## config.mk

```make
export PLATFORM = sky130hd
export DESIGN_NAME = jlsd_calc
export DESIGN_NICKNAME = d
export VERILOG_FILES = /design/src/hdl/join_leave_spam_detector_assert.svh /design/src/hdl/jlsd_pkg.sv /design/src/hdl/jlsd_calc.sv
export SDC_FILE = /design/constraint.sdc
export NUM_CORES = 1
export LEC_CHECK = 0
export ABC_AREA = 1
export BUFFER_PORTS_ARGS = -buffer_cell sky130_fd_sc_hd__buf_4
export CELL_PAD_IN_SITES_DETAIL_PLACEMENT = 2
export CELL_PAD_IN_SITES_GLOBAL_PLACEMENT = 2
export CORE_AREA = 2 2 213 215
export DETAILED_ROUTE_END_ITERATION = 10
export DIE_AREA = 0 0 215 217
export GPL_ROUTABILITY_DRIVEN = 0
export PLACE_DENSITY_LB_ADDON = 0.1
export SLEW_MARGIN = 20
export SYNTH_ARGS = -nofsm -noshare
export SYNTH_HDL_FRONTEND = slang
export SYNTH_SLANG_ARGS = --single-unit
```

## constraint.sdc

```tcl
create_clock -name i_clk -period 4.5 [get_ports i_clk]
set_input_delay 0.45 -clock i_clk [delete_from_list [all_inputs] [get_ports i_clk]]
set_output_delay 0.45 -clock i_clk [all_outputs]
set_load 0.02 [all_outputs]
```

## src/hdl/join_leave_spam_detector_assert.svh

```systemverilog
// Assertion macros for the join/leave spam detector.
// Used by the top level; no other dependencies.
`ifndef JOIN_LEAVE_SPAM_DETECTOR_ASSERT_SVH
`define JOIN_LEAVE_SPAM_DETECTOR_ASSERT_SVH
`ifndef SYNTHESIS
`define JLSD_ASSERT(lbl, clk, rst_n, prop) \
    lbl: assert property (@(posedge clk) disable iff (!(rst_n)) (prop)) \
        else $error("jlsd: assertion failed");
`define JLSD_ASSERT_IMP(lbl, clk, rst_n, ante, cons) \
    lbl: assert property (@(posedge clk) disable iff (!(rst_n)) (ante) |=> (cons)) \
        else $error("jlsd: assertion failed");
`else
`define JLSD_ASSERT(lbl, clk, rst_n, prop)
`define JLSD_ASSERT_IMP(lbl, clk, rst_n, ante, cons)
`endif
`endif

```

## src/hdl/jlsd_pkg.sv

```systemverilog
// Shared types and constants of the join/leave spam detector.
// No dependencies.
package jlsd_pkg;

    localparam int IDX_W   = 8;
    localparam int TIME_W  = 32;
    localparam int COUNT_W = 8;
    localparam int CD_W    = 8;
    localparam int THR_W   = 8;
    localparam int WIN_W   = 16;
    localparam int CFG_IDX_W  = 2;
    localparam int CFG_DATA_W = 16;

    localparam logic [CFG_IDX_W-1:0] CFG_SPAM_THRESHOLD = 2'd0;
    localparam logic [CFG_IDX_W-1:0] CFG_REJOIN_WINDOW  = 2'd1;

    localparam logic [COUNT_W-1:0] COUNT_MAX = '1;

    typedef struct packed {
        logic [COUNT_W-1:0] count;
        logic [CD_W-1:0]    cdown;
        logic [TIME_W-1:0]  t_join;
        logic [TIME_W-1:0]  t_leave;
    } t_entry;

    typedef struct packed {
        logic s1_en;
        logic s2_en;
    } t_calc_ctl;

    typedef struct packed {
        logic               warn;
        logic               warn_for_join;
        logic [COUNT_W-1:0] count;
        t_entry             entry;
    } t_calc_res;

endpackage

```

## src/hdl/jlsd_calc.sv

```systemverilog
// Two-stage update datapath: elapsed times, decay by reciprocal multiply, countdown.
// Depends on jlsd_pkg.
module jlsd_calc import jlsd_pkg::*; #(
    parameter int WARN_COUNTDOWN = 5,
    parameter int EXPIRE_SECONDS = 120
) (
    input  logic              i_clk,
    input  t_calc_ctl         i_ctl,
    input  t_entry            i_entry,
    input  logic [TIME_W-1:0] i_now,
    input  logic              i_join,
    input  logic [THR_W-1:0]  i_thresh,
    input  logic [WIN_W-1:0]  i_window,
    output t_calc_res         o_res
);
    localparam int  EXP_W  = $clog2(EXPIRE_SECONDS + 1);
    localparam int  LIM_W  = COUNT_W + 1 + EXP_W;
    localparam int  DIV_L  = $clog2(EXPIRE_SECONDS);
    localparam int  DIV_N  = COUNT_W + DIV_L;
    localparam int  DIV_MW = DIV_N + 1;
    localparam int  PROD_W = DIV_N + DIV_MW;
    localparam int  DIV_SH = DIV_N + DIV_L;
    localparam longint DIV_M_L =
        ((64'd1 << DIV_SH) + longint'(EXPIRE_SECONDS) - 1) / longint'(EXPIRE_SECONDS);
    localparam logic [DIV_MW-1:0] DIV_M  = DIV_M_L[DIV_MW-1:0];
    localparam logic [EXP_W-1:0]  EXP_C  = EXP_W'(EXPIRE_SECONDS);
    localparam logic [CD_W-1:0]   CD_RELOAD = CD_W'(WARN_COUNTDOWN);

    t_entry             r_entry;
    logic [TIME_W-1:0]  r_since_leave;
    logic               r_join_hit;
    logic               r_warn_path;
    logic               r_expired;
    logic [LIM_W-1:0]   r_limit;
    logic               r_all_gone;
    logic [PROD_W-1:0]  r_prod;

    logic [TIME_W-1:0]  w_since_leave;
    logic [TIME_W-1:0]  w_since_join;
    logic [COUNT_W-1:0] w_dec;
    logic [COUNT_W-1:0] w_count_dec;
    logic [COUNT_W-1:0] w_count_new;
    logic [CD_W-1:0]    w_cd_dec;
    logic               w_fire;
    t_entry             w_entry;

    assign w_since_leave = i_now - i_entry.t_leave;
    assign w_since_join  = i_now - i_entry.t_join;

    always_ff @(posedge i_clk) begin
        if (i_ctl.s1_en) begin
            r_entry       <= i_entry;
            r_since_leave <= w_since_leave;
            r_join_hit    <= w_since_join < TIME_W'(i_window);
            r_warn_path   <= (i_thresh != '0) && (i_entry.count >= i_thresh);
            r_expired     <= w_since_leave > TIME_W'(EXPIRE_SECONDS);
            r_limit       <= LIM_W'({1'b0, i_entry.count} + 9'd1) * LIM_W'(EXP_C);
        end
        if (i_ctl.s2_en) begin
            r_all_gone <= r_since_leave >= TIME_W'(r_limit);
            r_prod     <= PROD_W'(r_since_leave[DIV_N-1:0]) * PROD_W'(DIV_M);
        end
    end

    always_comb begin
        w_dec       = r_prod[DIV_SH +: COUNT_W];
        w_count_dec = r_all_gone ? '0 : r_entry.count - w_dec;
        if (r_expired) begin
            w_count_new = w_count_dec;
        end else if (r_join_hit && r_entry.count != COUNT_MAX) begin
            w_count_new = r_entry.count + 1'b1;
        end else begin
            w_count_new = r_entry.count;
        end
        w_cd_dec = (r_entry.cdown != '0) ? r_entry.cdown - 1'b1 : '0;
        w_fire   = w_cd_dec == '0;

        w_entry = r_entry;
        if (r_warn_path) begin
            w_entry.cdown = w_fire ? CD_RELOAD : w_cd_dec;
        end else begin
            w_entry.count = w_count_new;
            if (i_join) begin
                w_entry.t_join = i_now;
            end else begin
                w_entry.t_leave = i_now;
            end
        end

        o_res.warn          = r_warn_path && w_fire;
        o_res.warn_for_join = r_warn_path && w_fire && i_join;
        o_res.count         = w_entry.count;
        o_res.entry         = w_entry;
    end
endmodule

```

* After elaboration in Yosys (flattened, before gate mapping)
Cells that the tools add are included.
** Word-level totals
- Register bits after elaboration :: 159
- Latch bits :: 0
- RAM bits :: 0
- Bits in read-only memories :: 0
- Input bits :: 140
- Logic and storage cells :: 41
- Memories kept :: 0
** Cells by class
- Add/sub/neg operators :: 6
- Multipliers :: 2
- Div/mod/pow operators :: 0
- $lt $le $gt $ge :: 4
- Equality and inequality tests :: 1
- Shift-type cells :: 0
- Multiplexer cells :: 10
- Bitwise operators :: 0
- Reduce and logical (&&, ||, !) cells :: 7
** Operator list (count)
- 2-to-1 mux 32 bit :: 2
- 2-to-1 mux 64 bit :: 1
- subtractor 32 bit :: 2
- 2-to-1 mux 8 bit :: 7
- >= comparator 32 x 16 -> 1 bit :: 1
- greater-than comparator 32 x 7 -> 1 bit (second input constant) :: 1
- less-than comparator 32 x 16 -> 1 bit :: 1
- multiplier 15 x 16 -> 30 bit (second input constant) :: 1
- nonzero test 8 bit :: 2
- multiplier 9 x 4 -> 13 bit (second input constant) :: 1
- adder 8 x 1 -> 9 bit (second input constant) :: 1
- adder 8 x 1 -> 8 bit (second input constant) :: 1
- >= comparator 8 bit :: 1
- logical NOT 8 bit :: 1
- inequality test 8 bit (second input constant) :: 1
- subtractor 8 x 1 -> 8 bit (second input constant) :: 1
- subtractor 8 bit :: 1
- logical AND 1 bit :: 4

* Longest topological paths before layout
Gate-level depths: netlist of run 1.
- Depth in word-level cells :: 5
- Depth in mapped cells :: 21

* Worst setup path after synthesis of run 1
Ideal clock, no wire load.
- Kind :: reg2reg
- Start point :: reg r_since_leave[11]
- End point :: reg r_prod[28], data pin
- Library setup time :: 0.253 ns
- Arrival time :: 3.874 ns
- Data required time :: 4.247 ns
- Slack :: 0.374 ns
- Stages on the path, launching flop included :: 19
- Path buffers :: 0
- Period minus slack after synthesis :: 4.126 ns
- Path through :: edfxtp_1 ha_1 fa_1 inv_1 fa_1 inv_1 fa_1 ha_1 ha_1 nand2_1 nor2_1 inv_1 nor3_1 nand3_2 nand3_2 nand2_2 o21ai_2 and2_1 nor2_1
** On the way
- Longest elaborated chain between the ends :: 1
** Ends and longest elaborated chain
- from (decl) :: RTL line jlsd_calc.sv:30 : logic [TIME_W-1:0] r_since_leave;
- from (signal assigned) :: RTL line jlsd_calc.sv:53 : r_since_leave <= w_since_leave;
- multiplier 15 x 16 -> 30 bit :: RTL line jlsd_calc.sv:61 : r_prod <= PROD_W'(r_since_leave[DIV_N-1:0]) * PROD_W'(DIV_M);
- to (signal assigned) :: RTL line jlsd_calc.sv:61
- to (decl) :: RTL line jlsd_calc.sv:36 : logic [PROD_W-1:0] r_prod;
No other way between the ends.
A chain may end at the register's enable or synchronous reset.

* Worst setup path in the final report of run 1
- Start point :: reg r_since_leave[14]
- End point :: reg r_prod[29], data pin
The elaborated chain is that of the path after synthesis.

==> flow_summary.json, run 1 <==
{
  "outcome": "complete, no violations",
  "synthTopCellsByArea": "edfxtp_1, ha_1, nand2_1",
  "finalClockSkew_ns": 0.01113,
  "vias": 13960,
  "fin_crit_sh_pct": 96.37,
  "finalSetupViolCount": 0,
  "syn-cell-area_um2": 14880,
  "mostFrequentLayoutCells": "nand2_1, inv_1, buf_4",
  "numPortBuffers": 229,
  "cap_violations": 0,
  "grt.total_usage_pct": 23.06,
  "cts_hold_buf": 0,
  "grt_pass1_vias": 15810,
  "relSlewSlack_pct": 51.02,
  "fin_nets": 2581,
  "core_um2": 44700,
  "cpPeakStageDelay_ns": 0.49,
  "yosysSeqAreaShare_pct": 27.64,
  "grt_max_degree": 64,
  "cp.buffers_inverters": 3,
  "fin_util_pct": 40.35,
  "drt_iter0_drc": 493,
  "antenna_found_initial": 1,
  "drc": 0,
  "ys_ff_latch": 137,
  "clock_latency_ns": 0.48,
  "hold_violations": 0,
  "dieArea_um2": 46660,
  "yosys_warnings": 0,
  "cts_made_buffers": 17,
  "synthToLayoutAreaGrowth_pct": 21.17,
  "power.density_nw_per_um2": 433.8,
  "path_clk_slew_ns": 0.07,
  "synth.largest_area_cell": "edfxtp_1",
  "leakage_nw": 9.330,
  "routedWlPerCell_um": 18.68,
  "postRouteAntennaNets": 0,
  "drv_slew": 0,
  "die_w_um": 215,
  "drive_gt1_share_pct": 17.16,
  "final_common_cell": "nand2_1",
  "postSynthCellCount": 1955,
  "h-tree-depth": 4,
  "worst_path_most_repeated_cell": "fa_1",
  "cp_top_family": "adder cells",
  "fillers": 5286,
  "vias_per_cell": 4.968,
  "overflow": 0,
  "instances_no_fill": 2809,
  "place_area_um2": 17330,
  "critPathKind": "flop to flop",
  "synthArstFlopShare_pct": 0,
  "crit_fanout": 4,
  "ff2ff_setup_slack_ns": 0.16,
  "fmax_ghz": 0.2306,
  "wirelength_mm": 52.46,
  "worst_pin_slew_ns": 0.7339,
  "path_cells": "buf_4 -> ha_1 -> inv_1 -> fa_1 -> inv_2 -> fa_1 -> fa_1 -> ha_1 -> ha_4 -> nand2_2 -> o21ai_0 -> a31oi_1 -> nand3_2 -> nand2_2 -> o21ai_2 -> and2_4 -> nand2_1 -> nand2_1",
  "slowest_stage": "fa_1",
  "grt_pass1_wl_mm": 83.95,
  "layout_min_cycle_time_ns": 4.337,
  "endpoint_kind": "flop",
  "synth.top_cell.area_share_pct": 27.64,
  "dp.cells": 2775,
  "rows": 78,
  "min_path_type": "primary input to flop",
  "cp.required_ns": 4.74,
  "cts.sinks": 137,
  "root_buffer": "clkbuf_16",
  "total_power_mw": 7.823,
  "die_h_um": 217,
  "first_pass_iters": 4,
  "worst_ep_arrival_time_ns": 4.57,
  "hpwl_mm": 45.10,
  "pin_count": 230,
  "synthDistinctLibCells": 50,
  "synth_ff_type": "edfxtp_1",
  "syn_area_per_cell_um2": 7.613,
  "initial_core_util_pct": 33.30,
  "clockBufferDepth": 2,
  "tritoncts": "built",
  "synth_edf_count": 137,
  "fin_setup_tns_ns": 0,
  "final_cell_area_um2": 18030,
  "vdd_drop_max_mv": 0.3148,
  "syn_nets": 2340,
  "critPathLaunchType": "flop"
}
==> repair_timing <==
item | 4_1_cts | 5_1_grt
setup buffers | 0 | 1
resized for setup | 0 | 14
setup endpoints to repair | 0 | 3
==> synth_stat cells, drive strengths merged, types with 2 or more instances <==
master  count
nand2     499
inv       400
ha        207
nor2      166
edfxtp    137
nand3     110
a21oi      99
mux2       60
o21ai      50
fa         38
xor2       33
nand4      27
nor3       24
xnor2      14
buf        13
a31oi      10
nand3b     10
o21bai      9
and2        7
nor4        6
a21o        4
clkbuf      4
o211ai      4
o21a        4
or2         3
a211oi      2
a21boi      2
a22oi       2
a31o        2
nor3b       2
==> worst reg2reg max path, stage by stage, from the launching register on <==
cell and delay, ns:
edfxtp_1 0.42, buf_4 0.17, ha_1 0.31, inv_1 0.07, fa_1 0.41, inv_2 0.09, fa_1 0.44, fa_1 0.49
ha_1 0.34, ha_4 0.27, nand2_2 0.11, o21ai_0 0.11, a31oi_1 0.25, nand3_2 0.15, nand2_2 0.11, o21ai_2 0.08
and2_4 0.15, nand2_1 0.06, nand2_1 0.05
==> through the flow <==
step                      worst slack [ns]  hold slack [ns]
final                               0.1634           0.1466
after global routing              -0.03804           0.1144
after CTS                          0.01159           0.1055
after detailed placement           0.06301           0.6301
after global placement              0.2451           0.6287
after floorplan                     0.3736           0.5209
==> flip-flops by register name, summed over array words and instances, names as in the netlist <==
| name | cells |
|---|---|
| r_entry | 80 |
| r_since_leave | 32 |
| r_limit | 13 |
| r_prod | 8 |
| r_all_gone | 1 |
| r_expired | 1 |
| r_join_hit | 1 |
| r_warn_path | 1 |
==> cell families after synthesis <==
logic type	after synthesis	synth area share, %
simple gates	856	24.48
buf+inv	417	10.76
fa+ha+maj	245	22.51
compound gates	193	7.305
flops	137	27.64
mux	60	4.539
xor+xnor	47	2.766
==> per-layer routing <==
layer | GRT usage, % | up-vias | share of wire [%]
li1 | - | 6816 | -
met1 | 26.35 | 6906 | 42
met2 | 44.12 | 184 | 53
met3 | 3.676 | 50 | 2.7
met4 | 6.483 | 0 | 2.0
met5 | 0 | - | 0
==> path summary, 6_finish.rpt <==
| check | from | to | cells past startpoint |
|---|---|---|---|
| worst max-delay path | r_since_leave[14] | r_prod[29] | 18 |
| worst min-delay path | i_entry[70] | r_entry[70] | 1 |
| worst min register to register | r_since_leave[28] | r_all_gone | 2 |
| worst max register to register | r_since_leave[14] | r_prod[29] | 18 |
==> cell type report <==
type                       count  area (um2)  area share [%]
inverter                     400        1501           8.325
sequential                   137        4114           22.81
clock inverter                13       155.1          0.8603
tap                          600       750.7           4.163
clock buffer                  18       429.2           2.380
multi-input combinational   1401        9271           51.41
timing repair buffer         239        1810           10.04
antenna                        1       2.502         0.01388
==> power breakdown <==
group          switching, mW  total [mW]  internal [mW]
clock network          0.604        1.46          0.860
registers             0.0983        1.76           1.66
logic                   2.78        4.60           1.81
(Power assumes the default switching activity.)
==> run 2: changes to the inputs <==
Settings changed: CORE_AREA 2 2 213 215 to 2 2 210 212, CTS_BUF_LIST from default to sky130_fd_sc_hd__clkbuf_4 sky130_fd_sc_hd__clkbuf_8, DIE_AREA 0 0 215 217 to 0 0 212 214, REMOVE_ABC_BUFFERS from default to 1.
==> flow_summary.json, run 2 (synthesized netlist as in run 1, its figures left out) <==
{
  "drive_gt1_share_pct": 16.95,
  "whs_ns": 0.05910,
  "numPortBuffers": 229,
  "r2r_start": "r_since_leave[14]",
  "crit_fanout": 4,
  "path_clk_slew_ns": 0.10,
  "cp.depth": 17,
  "min_path_cells": 1,
  "fmax_ghz": 0.2349,
  "rows": 76,
  "fin_util_pct": 41.71,
  "cap_violations": 0,
  "hold_violations": 0,
  "cp_top_family": "adder cells",
  "cp.required_ns": 4.83,
  "grt_pass1_vias": 15940,
  "fin_crit_sh_pct": 94.60,
  "top_register": "r_entry",
  "mostFrequentLayoutCells": "nand2_1, inv_1, buf_4",
  "grt_setup_unrepaired": "no",
  "initial_core_util_pct": 34.71,
  "min_path_type": "primary input to flop",
  "cp.buffers_inverters": 3,
  "startpoint": "r_since_leave[14]",
  "vdd_drop_max_mv": 0.2379,
  "finalClockSkew_ns": 0.01087,
  "vias": 13920,
  "fillers": 5004,
  "holdCritStartpoint": "i_entry[69]",
  "root_buffer": "clkbuf_8",
  "finalSetupViolCount": 0,
  "critPathKind": "flop to flop",
  "wirelength_mm": 52.04,
  "outcome": "complete, no violations",
  "final_common_cell": "nand2_1",
  "endpoint_kind": "flop",
  "overflow": 0,
  "antenna_found_initial": 0,
  "first_pass_iters": 4,
  "critPathLaunchType": "flop",
  "hpwl_mm": 44.70,
  "power.density_nw_per_um2": 409.5,
  "vias_per_cell": 4.965,
  "worst_r2r_path_depth": 17,
  "fin_nets": 2590,
  "postRouteAntennaNets": 0,
  "clockBufferDepth": 2,
  "antennaDiodeCount": 0,
  "h-tree-depth": 4,
  "fin_setup_tns_ns": 0,
  "multi_input_area_um2": 9231,
  "leakage_nw": 9.289,
  "drt_iter0_drc": 435,
  "layout_min_cycle_time_ns": 4.257,
  "worst_path_most_repeated_cell": "fa_1",
  "routedWlPerCell_um": 18.56,
  "worst_pin_slew_ns": 0.9271,
  "grt_max_degree": 68,
  "cts_made_buffers": 17,
  "die_w_um": 212,
  "cts.sinks": 137,
  "die_h_um": 214,
  "grt.total_usage_pct": 23.68,
  "dieArea_um2": 45370,
  "drc": 0,
  "dp_slack_ns": 0.1523,
  "core_um2": 42890,
  "largest_reg_flops": 80,
  "setup_ws_ns": 0.2430,
  "regArea_um2": 4114,
  "tritoncts": "built",
  "relSlewSlack_pct": 38.19,
  "largestRegisters": "r_entry (80), r_since_leave (32), r_limit (13)",
  "cpPeakStageDelay_ns": 0.49,
  "synthToLayoutAreaGrowth_pct": 20.18,
  "grt_pass1_wl_mm": 83.75,
  "drv_slew": 0,
  "worst_ep_arrival_time_ns": 4.59,
  "pin_count": 230,
  "clock_latency_ns": 0.56,
  "path_cells": "buf_4 -> ha_1 -> inv_1 -> fa_1 -> inv_1 -> fa_1 -> fa_1 -> ha_1 -> ha_4 -> nand2_2 -> nor4_4 -> nand3_2 -> nand3_2 -> nand2_2 -> o21ai_2 -> and2_4 -> nor2_1",
  "slowest_stage": "fa_1"
}
==> run 2: cell count changes in the layout (fill, tap and decap cells not counted), sizes merged <==
| cell | previous run | this run |
|---|---|---|
| bufinv | 3 | 2 |
| inv | 400 | 406 |
| clkinv | 8 | 5 |
| diode | 1 | 0 |
| dlygate4sd3 | 0 | 9 |
| clkbuf | 18 | 17 |
==> run 2: through the flow <==
| step | power (mW) | cell area, um2 | instances |
|---|---|---|---|
| final | 7.324 | 17890 | 2803 |
| after global routing | 8.032 | 17890 | 2803 |
| after CTS | 7.250 | 17800 | 2801 |
| after detailed placement | 6.069 | 17320 | 2760 |
| after global placement | 5.843 | 17320 | 2760 |
| after floorplan | 4.605 | 14780 | 1938 |
==> run 2: path summary, 6_finish.rpt <==
path / slack, ns / end
max: 0.24 / r_prod[28]
min: 0.06 / r_entry[69]
max reg2reg: 0.24 / r_prod[28]
min reg2reg: 0.68 / r_all_gone
==> run 2: area by class of cell <==
class,count,share of cell area (%)
Inverter,400,8.394
Timing Repair Buffer,248,10.67
Clock inverter,15,0.9233
Tap cell,585,4.092
Sequential cell,137,23.00
Multi-Input combinational cell,1401,51.61
Clock buffer,17,1.308
==> run 2: worst reg2reg max path: cells and delay by family, from the launching register on <==
family | cells | cell delay [ns]
fa+ha+maj | 6 | 2.27
simple gates | 7 | 0.83
flops | 1 | 0.42
buf+inv | 3 | 0.34
compound gates | 1 | 0.16
==> run 2: routing by layer <==
layer	routed length, um	vias to the layer above	track usage [%]
li1	-	6841	-
met1	21450	6852	26.66
met2	28500	171	45.54
met3	1099	52	3.196
met4	982	0	7.089
met5	0	-	0
==> run 2: report_power, final <==
part | switching [mW] | internal (mW)
clock network | 0.601 | 0.501
registers | 0.101 | 1.66
logic | 2.70 | 1.76
==> run 2: timing repair <==
action                                  CTS  global route
gates resized for setup                   0             9
endpoints found under the hold margin     9             0
setup buffers                             0             1
endpoints found under the setup margin    0             2
hold buffers                              9             0
